### config.mk
export PLATFORM = sky130hd
export DESIGN_NAME = scaled_barcode_row_decoder_top
export DESIGN_NICKNAME = d
export VERILOG_FILES = /design/src/sv/sbrd_pkg.sv /design/src/sv/sbrd_ctrl.sv /design/src/sv/sbrd_datapath.sv /design/src/sv/scaled_barcode_row_decoder_top.sv
export SDC_FILE = /design/constraint.sdc
export NUM_CORES = 1
export LEC_CHECK = 0
export ABC_CLOCK_PERIOD_IN_PS = 8500
export BUFFER_PORTS_ARGS = -buffer_cell sky130_fd_sc_hd__buf_2
export CORE_UTILIZATION = 62
export CTS_BUF_LIST = sky130_fd_sc_hd__clkbuf_16
export CTS_CLUSTER_DIAMETER = 150
export DETAILED_ROUTE_END_ITERATION = 7
export GPL_TIMING_DRIVEN = 0
export PLACE_DENSITY = 0.92
export REMOVE_ABC_BUFFERS = 1
export SLEW_MARGIN = 30
export SYNTH_ARGS = -nofsm -noshare
export SYNTH_HDL_FRONTEND = slang
export SYNTH_SLANG_ARGS = --single-unit
### constraint.sdc
create_clock -name clk -period 8.5 [get_ports clk]
set_clock_uncertainty 0.15 [all_clocks]
set_input_delay 1.7 -clock clk [delete_from_list [all_inputs] [get_ports clk]]
set_output_delay 1.7 -clock clk [all_outputs]
set_load 0.02 [all_outputs]
### src/sv/sbrd_pkg.sv
// Shared types, constants and helper functions for the scaled barcode row decoder.
// Used by sbrd_ctrl, sbrd_datapath and scaled_barcode_row_decoder_top.
`default_nettype none

package sbrd_pkg;

  localparam int RUN_COUNT_BITS_DEF = 12;
  localparam int DIGITS_PER_CODE    = 8;
  localparam int NUM_PATTERNS       = 10;
  localparam int IN_TDATA_BITS      = 8;
  localparam int OUT_TDATA_BITS     = 48;

  // Width ratios (first ones : gap : last ones) of digits 0..9
  typedef logic [2:0] ratio_t;
  typedef ratio_t pattern_t [3];
  localparam pattern_t PATTERNS [NUM_PATTERNS] = '{
    '{3'd2, 3'd1, 3'd1}, '{3'd2, 3'd2, 3'd1}, '{3'd1, 3'd2, 3'd2}, '{3'd4, 3'd1, 3'd1},
    '{3'd1, 3'd3, 3'd2}, '{3'd2, 3'd3, 3'd1}, '{3'd1, 3'd1, 3'd4}, '{3'd3, 3'd1, 3'd2},
    '{3'd2, 3'd1, 3'd3}, '{3'd1, 3'd1, 3'd2}
  };

  // Controller to datapath
  typedef struct packed {
    logic load_item;
    logic bit_step;
    logic close_eor;
    logic clear_all;
    logic div_load;
    logic div_step;
    logic accum;
  } cmd_t;

  // Datapath to controller
  typedef struct packed {
    logic bits_done;
    logic close_now;
    logic eor;
    logic phase_last;
    logic div_last;
    logic code_done;
    logic out_free;
  } sts_t;

  // {hit, digit}; digit is 0 on a miss
  function automatic logic [4:0] match_digit(input ratio_t qa, input ratio_t qb,
                                             input ratio_t qc);
    logic [4:0] res;
    res = 5'd0;
    for (int k = NUM_PATTERNS - 1; k >= 0; k--) begin
      if (qa == PATTERNS[k][0] && qb == PATTERNS[k][1] && qc == PATTERNS[k][2]) begin
        res = {1'b1, 4'(k)};
      end
    end
    return res;
  endfunction

  function automatic logic [3:0] mod10(input logic [5:0] v);
    logic [5:0] r;
    r = v;
    if (r >= 6'd40) r = r - 6'd40;
    if (r >= 6'd20) r = r - 6'd20;
    if (r >= 6'd10) r = r - 6'd10;
    return r[3:0];
  endfunction

endpackage

`default_nettype wire

### src/sv/sbrd_ctrl.sv
// Sequencing state machine of the barcode row decoder: bit walk, ratio steps, digit commit.
// Depends on sbrd_pkg (cmd_t, sts_t).
`default_nettype none

module sbrd_ctrl (
  input  logic          clk,
  input  logic          rst,
  input  logic          s_axis_tvalid,
  output logic          s_axis_tready,
  input  sbrd_pkg::sts_t sts,
  output sbrd_pkg::cmd_t cmd
);
  import sbrd_pkg::*;

  typedef enum logic [5:0] {
    ST_IDLE     = 6'b000001,
    ST_BITS     = 6'b000010,
    ST_FINISH   = 6'b000100,
    ST_DIV_LOAD = 6'b001000,
    ST_DIV      = 6'b010000,
    ST_ACCUM    = 6'b100000
  } state_t;

  state_t state, state_next;

  always_ff @(posedge clk) begin
    if (rst) begin
      state <= ST_IDLE;
    end else begin
      state <= state_next;
    end
  end

  always_comb begin
    cmd           = '0;
    s_axis_tready = 1'b0;
    state_next    = state;
    case (state)
      ST_IDLE: begin
        s_axis_tready = !rst;
        if (s_axis_tvalid && !rst) begin
          cmd.load_item = 1'b1;
          state_next    = ST_BITS;
        end
      end
      ST_BITS: begin
        if (sts.bits_done) begin
          state_next = ST_FINISH;
        end else begin
          cmd.bit_step = 1'b1;
          if (sts.close_now) state_next = ST_DIV_LOAD;
        end
      end
      ST_FINISH: begin
        // end of row: an open digit in its last ones run still closes
        if (sts.eor && sts.phase_last) begin
          cmd.close_eor = 1'b1;
          state_next    = ST_DIV_LOAD;
        end else begin
          cmd.clear_all = sts.eor;
          state_next    = ST_IDLE;
        end
      end
      ST_DIV_LOAD: begin
        cmd.div_load = 1'b1;
        state_next   = ST_DIV;
      end
      ST_DIV: begin
        cmd.div_step = 1'b1;
        if (sts.div_last) state_next = ST_ACCUM;
      end
      ST_ACCUM: begin
        // hold while a finished code would overwrite one not yet taken
        if (!sts.code_done || sts.out_free) begin
          cmd.accum  = 1'b1;
          state_next = ST_BITS;
        end
      end
      default: begin
        state_next = ST_IDLE;
      end
    endcase
  end

endmodule

`default_nettype wire

### src/sv/sbrd_datapath.sv
// Datapath of the barcode row decoder: run counters, scale removal, digit accumulators,
// output register. Depends on sbrd_pkg.
`default_nettype none

module sbrd_datapath #(
  parameter int RUN_COUNT_BITS = sbrd_pkg::RUN_COUNT_BITS_DEF
) (
  input  logic                                clk,
  input  logic                                rst,
  input  sbrd_pkg::cmd_t                      cmd,
  output sbrd_pkg::sts_t                      sts,
  input  logic [3:0]                          hex_nibble,
  input  logic                                end_of_row,
  output logic                                m_axis_tvalid,
  input  logic                                m_axis_tready,
  output logic [sbrd_pkg::OUT_TDATA_BITS-1:0] m_axis_tdata
);
  import sbrd_pkg::*;

  localparam int W  = RUN_COUNT_BITS;
  localparam int AW = RUN_COUNT_BITS + 3;     // holds five times the minimum
  localparam logic [W-1:0] WMAX = '1;

  typedef enum logic [1:0] {
    PH_LEAD  = 2'd0,
    PH_FIRST = 2'd1,
    PH_GAP   = 2'd2,
    PH_LAST  = 2'd3
  } phase_t;

  logic [3:0]    nib_sh;
  logic          eor;
  logic [2:0]    bit_cnt;
  phase_t        phase;
  logic [W-1:0]  first_w, gap_w, last_w;
  logic [W-1:0]  div_m;
  logic [AW-1:0] acc;
  ratio_t        q_a, q_b, q_c;
  logic [1:0]    step_cnt;
  logic [2:0]    digit_index;
  logic [3:0]    weighted_sum;
  logic [6:0]    plain_sum;
  logic [27:0]   digit_shift;
  logic          bad_digit;
  logic [31:0]   out_code;
  logic          out_ok;
  logic [6:0]    out_total;
  logic          out_err;

  logic          cur_bit;
  logic [W-1:0]  m_min, m_ab;
  logic [AW-1:0] acc_next;
  logic [4:0]    match;
  logic [3:0]    val;
  logic [5:0]    term;
  logic [3:0]    weighted_next;
  logic [6:0]    plain_next;

  assign cur_bit = nib_sh[3];

  assign m_ab     = (first_w < gap_w) ? first_w : gap_w;
  assign m_min    = (last_w < m_ab) ? ((last_w == '0) ? W'(1) : last_w)
                                    : ((m_ab == '0) ? W'(1) : m_ab);
  assign acc_next = acc + AW'(div_m);

  assign match         = match_digit(q_a, q_b, q_c);
  assign val           = match[3:0];
  assign term          = digit_index[0] ? 6'(val) : 6'(val) + {1'b0, val, 1'b0};
  assign weighted_next = mod10(6'(weighted_sum) + term);
  assign plain_next    = plain_sum + 7'(val);

  assign sts.bits_done  = (bit_cnt == 3'd4);
  assign sts.close_now  = (phase == PH_LAST) && !cur_bit;
  assign sts.eor        = eor;
  assign sts.phase_last = (phase == PH_LAST);
  assign sts.div_last   = (step_cnt == 2'd3);
  assign sts.code_done  = (digit_index == 3'(DIGITS_PER_CODE - 1));
  assign sts.out_free   = !m_axis_tvalid || m_axis_tready;

  // run tracking, one bit a step
  always_ff @(posedge clk) begin
    if (rst) begin
      phase   <= PH_LEAD;
      bit_cnt <= 3'd0;
    end else begin
      if (cmd.load_item) begin
        nib_sh  <= hex_nibble;
        eor     <= end_of_row;
        bit_cnt <= 3'd0;
      end
      if (cmd.bit_step) begin
        nib_sh  <= {nib_sh[2:0], 1'b0};
        bit_cnt <= bit_cnt + 3'd1;
        case (phase)
          PH_LEAD: begin
            if (cur_bit) begin
              phase   <= PH_FIRST;
              first_w <= W'(1);
            end
          end
          PH_FIRST: begin
            if (cur_bit) begin
              first_w <= (first_w == WMAX) ? first_w : first_w + W'(1);
            end else begin
              phase <= PH_GAP;
              gap_w <= W'(1);
            end
          end
          PH_GAP: begin
            if (cur_bit) begin
              phase  <= PH_LAST;
              last_w <= W'(1);
            end else begin
              gap_w <= (gap_w == WMAX) ? gap_w : gap_w + W'(1);
            end
          end
          PH_LAST: begin
            if (cur_bit) last_w <= (last_w == WMAX) ? last_w : last_w + W'(1);
            else         phase  <= PH_LEAD;
          end
          default: phase <= PH_LEAD;
        endcase
      end
      if (cmd.close_eor || cmd.clear_all) phase <= PH_LEAD;
    end
  end

  // quotient by the minimum: count the multiples 2m..5m each width reaches
  always_ff @(posedge clk) begin
    if (cmd.div_load) begin
      div_m    <= m_min;
      acc      <= AW'(m_min);
      q_a      <= 3'd1;
      q_b      <= 3'd1;
      q_c      <= 3'd1;
      step_cnt <= 2'd0;
    end else if (cmd.div_step) begin
      acc      <= acc_next;
      q_a      <= q_a + 3'(AW'(first_w) >= acc_next);
      q_b      <= q_b + 3'(AW'(gap_w) >= acc_next);
      q_c      <= q_c + 3'(AW'(last_w) >= acc_next);
      step_cnt <= step_cnt + 2'd1;
    end
  end

  // digit accumulators and output word
  always_ff @(posedge clk) begin
    if (rst) begin
      digit_index   <= 3'd0;
      weighted_sum  <= 4'd0;
      plain_sum     <= 7'd0;
      digit_shift   <= 28'd0;
      bad_digit     <= 1'b0;
      m_axis_tvalid <= 1'b0;
    end else begin
      if (cmd.accum && sts.code_done) m_axis_tvalid <= 1'b1;
      else if (m_axis_tready)         m_axis_tvalid <= 1'b0;
      if (cmd.clear_all) begin
        digit_index  <= 3'd0;
        weighted_sum <= 4'd0;
        plain_sum    <= 7'd0;
        digit_shift  <= 28'd0;
        bad_digit    <= 1'b0;
      end else if (cmd.accum) begin
        if (sts.code_done) begin
          out_code     <= {digit_shift, val};
          out_ok       <= (weighted_next == 4'd0);
          out_total    <= plain_next;
          out_err      <= bad_digit | !match[4];
          digit_index  <= 3'd0;
          weighted_sum <= 4'd0;
          plain_sum    <= 7'd0;
          digit_shift  <= 28'd0;
          bad_digit    <= 1'b0;
        end else begin
          digit_index  <= digit_index + 3'd1;
          weighted_sum <= weighted_next;
          plain_sum    <= plain_next;
          digit_shift  <= {digit_shift[23:0], val};
          bad_digit    <= bad_digit | !match[4];
        end
      end
    end
  end

  assign m_axis_tdata = {7'd0, out_err, out_total, out_ok, out_code};

endmodule

`default_nettype wire

### src/sv/scaled_barcode_row_decoder_top.sv
// Scaled barcode row decoder, top level: controller plus datapath.
// Depends on sbrd_pkg, sbrd_ctrl and sbrd_datapath.
`default_nettype none

// Takes one nibble of a scanned row per input word (bit 3 scanned first, tlast on the
// row's last nibble) and emits one word per eight decoded digits: BCD code, check
// result, digit sum and a pattern error flag. Run widths are walked one bit per clock,
// paused while a closed digit is decoded; the next nibble is accepted only after the
// current one is done (accept, four bit steps, a state that sees the bit count done,
// end-of-nibble check). Each digit that closes inside a nibble inserts a load of the
// minimum, four steps of the multiple-compare unit that removes the scale, and the
// digit commit; a digit closed by end of row also takes a second end-of-nibble pass
// after the commit. A finished code waits in the output register; the block only stalls
// if a second code completes before the first is taken. End of row closes a digit in
// its last ones run and then drops any partial code.
module scaled_barcode_row_decoder_top #(
  parameter int RUN_COUNT_BITS = sbrd_pkg::RUN_COUNT_BITS_DEF
) (
  input  logic                                clk,
  input  logic                                rst,
  input  logic                                s_axis_tvalid,
  output logic                                s_axis_tready,
  input  logic [sbrd_pkg::IN_TDATA_BITS-1:0]  s_axis_tdata,  // [3:0] hex_nibble
  input  logic                                s_axis_tlast,  // end_of_row
  output logic                                m_axis_tvalid,
  input  logic                                m_axis_tready,
  // [31:0] code_bcd, [32] check_ok, [39:33] digit_total, [40] pattern_error
  output logic [sbrd_pkg::OUT_TDATA_BITS-1:0] m_axis_tdata
);
  import sbrd_pkg::*;

  cmd_t cmd;
  sts_t sts;

  sbrd_ctrl u_ctrl (
    .clk           (clk),
    .rst           (rst),
    .s_axis_tvalid (s_axis_tvalid),
    .s_axis_tready (s_axis_tready),
    .sts           (sts),
    .cmd           (cmd)
  );

  sbrd_datapath #(
    .RUN_COUNT_BITS (RUN_COUNT_BITS)
  ) u_datapath (
    .clk           (clk),
    .rst           (rst),
    .cmd           (cmd),
    .sts           (sts),
    .hex_nibble    (s_axis_tdata[3:0]),
    .end_of_row    (s_axis_tlast),
    .m_axis_tvalid (m_axis_tvalid),
    .m_axis_tready (m_axis_tready),
    .m_axis_tdata  (m_axis_tdata)
  );

  // a completed code never overwrites a word still waiting
  a_no_overwrite: assert property (@(posedge clk) disable iff (rst)
    (cmd.accum && sts.code_done) |-> sts.out_free)
    else $error("code committed while output word pending");

  // no bit step past the end of the nibble
  a_bit_bound: assert property (@(posedge clk) disable iff (rst)
    cmd.bit_step |-> !sts.bits_done)
    else $error("bit step beyond nibble");

  // digit sum of eight decimal digits stays within 72
  a_total_range: assert property (@(posedge clk) disable iff (rst)
    m_axis_tvalid |-> (m_axis_tdata[39:33] <= 7'd72))
    else $error("digit total out of range");

  // a new word is never taken while a digit is being decoded
  a_quiet_decode: assert property (@(posedge clk) disable iff (rst)
    (cmd.div_step || cmd.div_load) |-> !s_axis_tready)
    else $error("input ready during digit decode");

endmodule

`default_nettype wire
==> flow_metrics.env <==
export IMPL_clk_latency_ns=0.44
export IMPL_area_growth_pct=10.56
export IMPL_postCtsSetupBuffers=0
export IMPL_synth_area_leader_cell="edfxtp_1"
export IMPL_hold_viol=0
export IMPL_post_cts_resized=0
export IMPL_peakVddDrop_uv=149.4
export IMPL_route_detailed_drc=0
export IMPL_postSynthAreaPerCell_um2=10.21
export IMPL_layout_common_cells="106 x edfxtp_1, 104 x ha_1, 98 x nor2_1"
export IMPL_dieArea_um2=17260
export IMPL_drt_iter0_drc=895
export IMPL_ys_types=78
export IMPL_worstSetupPathType="flip-flop to flip-flop"
export IMPL_cts_buffers=17
export IMPL_cts_hold_buf=0
export IMPL_cap_viol_max_count=0
export IMPL_dp_cells=1258
export IMPL_cts_tree="done"
export IMPL_ant_nets=0
export IMPL_design_area_um2=11470
export IMPL_post_place_ws_ns=1.474
export IMPL_synth_mux_area_share_pct=3.267
export IMPL_first_pass_iters=8
export IMPL_postLayoutSetupSlackWorst_ns=1.337
export IMPL_ys_seq_area_share_pct=43.98
export IMPL_slew_headroom_pct=33.89
export IMPL_grt_pass1_wl_mm=40.05
export IMPL_cp_start_kind="flip-flop"
export IMPL_ys_warn_count=0
export IMPL_outcome="finished clean"
export IMPL_synth_seq_cells=175
export IMPL_min_path_type="flip-flop to flip-flop"
export IMPL_crit_path_cell_trace="nor4b_1 > nand3b_1 > o311ai_1 > ha_1 > fa_1 > nor2_1 > a21oi_1 > ha_1 > nor2b_1 > o21a_1 > nor2_1 > xnor2_1 > ha_1 > or3_1 > or3_1 > and2_1 > a41o_2 > a22oi_1 > ha_1 > o21ba_1 > a221oi_2 > a31oi_1 > nor3b_2"
export IMPL_die_h_um=131.4
export IMPL_slowest_delay_ns=0.82
export IMPL_syn_inst=1017
export IMPL_clkSinkCount=175
export IMPL_p_leak_nw=4.917
export IMPL_antenna_found_initial=0
export IMPL_core_area_um2=16120
export IMPL_numPortBuffers=51
export IMPL_worst_pin_slew_ns=0.9880
export IMPL_wirelength_mm=24.12
export IMPL_post_route_util_pct=71.20
export IMPL_fin_crit_ns=7.164
export IMPL_worst_ep_arrival_time_ns=7.22
export IMPL_num_io_pins=63
export IMPL_gp_congestion=0.8967
export IMPL_die_width_um=131.4
export IMPL_vias_per_cell=6.290
export IMPL_rsz0062_at_grt="no"
export IMPL_setup_tns_final_ns=0
export IMPL_endpoint_kind="flip-flop"
export IMPL_synth_area_leaders="edfxtp_1 31%, dfxtp_1 13%, ha_1 13%, nor2_1 3.7%, xnor2_1 2.8%"
export IMPL_clock_fmax_mhz=139.6
export IMPL_dpl_instance_area_um2=10860
export IMPL_cts_root_buf="clkbuf_16"
export IMPL_cpMostUsedCell="ha_1"
export IMPL_n_antenna_cell=0
export IMPL_initial_core_util_pct=64.40
export IMPL_grt_pass1_vias=8092
export IMPL_hpwl_mm=15.95
export IMPL_netlist_area_um2=10380
export IMPL_cp_slowest_cell="o311ai_1"
export IMPL_wl_per_cell_um=18.70
export IMPL_crit_family="simple AND/OR/NAND/NOR gates"
export IMPL_cp_num_buf_inv=0
export IMPL_overflow=0
export IMPL_vias=8114
export IMPL_total_power_mw=1.880
export IMPL_synth_top_area_share_pct=30.67
export IMPL_synthAdderAreaFrac_pct=13.31
export IMPL_async_reset_ff_share_pct=0
export IMPL_synth_edf_count=106
export IMPL_drv_slew=0
export IMPL_finalCritPeriodShare_pct=84.28
export IMPL_final_cells=1290
export IMPL_synth_compound_area_share_pct=15.18
export IMPL_synth_xor_area_share_pct=4.135
export IMPL_final_common_cell="edfxtp_1"
export IMPL_final_setup_viol_count=0
export IMPL_cp_max_fo=6
export IMPL_rows=46
export IMPL_nets=1182
export IMPL_clk_pin_slew_ns=0.08
export IMPL_layout_drive_gt1_share_pct=12.38
export IMPL_grt_start_max_net_pins=44
export IMPL_synth_top_family_by_area="simple AND/OR/NAND/NOR gates"
export IMPL_synth_top_flop_cell="edfxtp_1"
export IMPL_whs_ns=0.2865
export IMPL_htreeDepth=4
export IMPL_synthSimpleGateAreaFrac_pct=16.30
export IMPL_p_per_area_nw_per_um2=163.8
export IMPL_grt_total_usage_pct=29.00
export IMPL_cts_path_max_buffers=2
export IMPL_cp_required_ns=8.55
-- final timing paths --
| check | end | slack (ns) | depth (start not counted) | start |
|---|---|---|---|---|
| worst max-delay path | u_datapath.out_ok | 1.34 | 23 | u_datapath.q_c[0] |
| worst min-delay path | u_datapath.out_code[28] | 0.29 | 0 | u_datapath.digit_shift[24] |
| worst max register to register | u_datapath.out_ok | 1.34 | 23 | u_datapath.q_c[0] |
| worst min register to register | u_datapath.out_code[28] | 0.29 | 0 | u_datapath.digit_shift[24] |
-- per-layer routing --
| metal | vias up | routed length, um | part of all wire [%] | global-route usage (%) |
|---|---|---|---|---|
| met5 | - | 0 | 0 | 0 |
| met4 | 0 | 953 | 4.0 | 14.47 |
| met3 | 100 | 1545 | 6.4 | 5.826 |
| met2 | 386 | 11880 | 49 | 49.56 |
| met1 | 3825 | 9742 | 40 | 34.78 |
| li1 | 3803 | - | - | - |
-- cells by family after synthesis --
group | after synthesis
and+or+nand+nor | 335
AOI/OAI and AO/OA | 223
DFF | 175
adders and majority gates | 108
buffers and inverters | 95
xor gates and xnor gates | 49
muxes | 31
other | 1
-- report_power, final --
group	total [mW]	internal [mW]	switching, mW
combinational	0.131	0.0519	0.0787
clock	0.807	0.436	0.371
sequential	0.942	0.915	0.0274
-- final cells by class --
cell class                      instances  area (um^2)
Sequential cell                       175         4564
Clock buffer                           18        450.4
Inverter                               58        217.7
Multi-Input combinational cell        753         5480
Tap cell                              216        270.3
Timing Repair Buffer                   56        332.8
Fill cell                            1090         4641
Clock inverter                         14        158.9
-- Yosys cell counts, drive strengths merged, types with 5 or more instances --
master,count
a21o,35
or3,11
clkbuf,27
a211oi,5
o21a,7
dfxtp,69
mux2i,8
ha,104
buf,10
edfxtp,106
nor4,9
xnor2,33
o21ai,36
and2,25
o21bai,6
nor3,21
and3,11
xor2,16
a22oi,38
nand2b,16
nor2b,13
nand3,29
inv,58
nand2,62
mux2,23
nand4,8
nor2,101
a21oi,44
a31oi,9
nand3b,8
-- registers in the layout (all words and copies together) (netlist names), 2 cells and up --
register	count
u_ctrl.state	6
u_datapath.acc	15
u_datapath.bit_cnt	3
u_datapath.digit_index	3
u_datapath.digit_shift	28
u_datapath.div_m	12
u_datapath.first_w	12
u_datapath.gap_w	12
u_datapath.last_w	12
u_datapath.nib_sh	4
u_datapath.out_code	32
u_datapath.out_total	7
u_datapath.phase	2
u_datapath.plain_sum	7
u_datapath.q_a	3
u_datapath.q_b	3
u_datapath.q_c	3
u_datapath.step_cnt	2
u_datapath.weighted_sum	4
No activity file was read; power rests on OpenSTA's default activity.
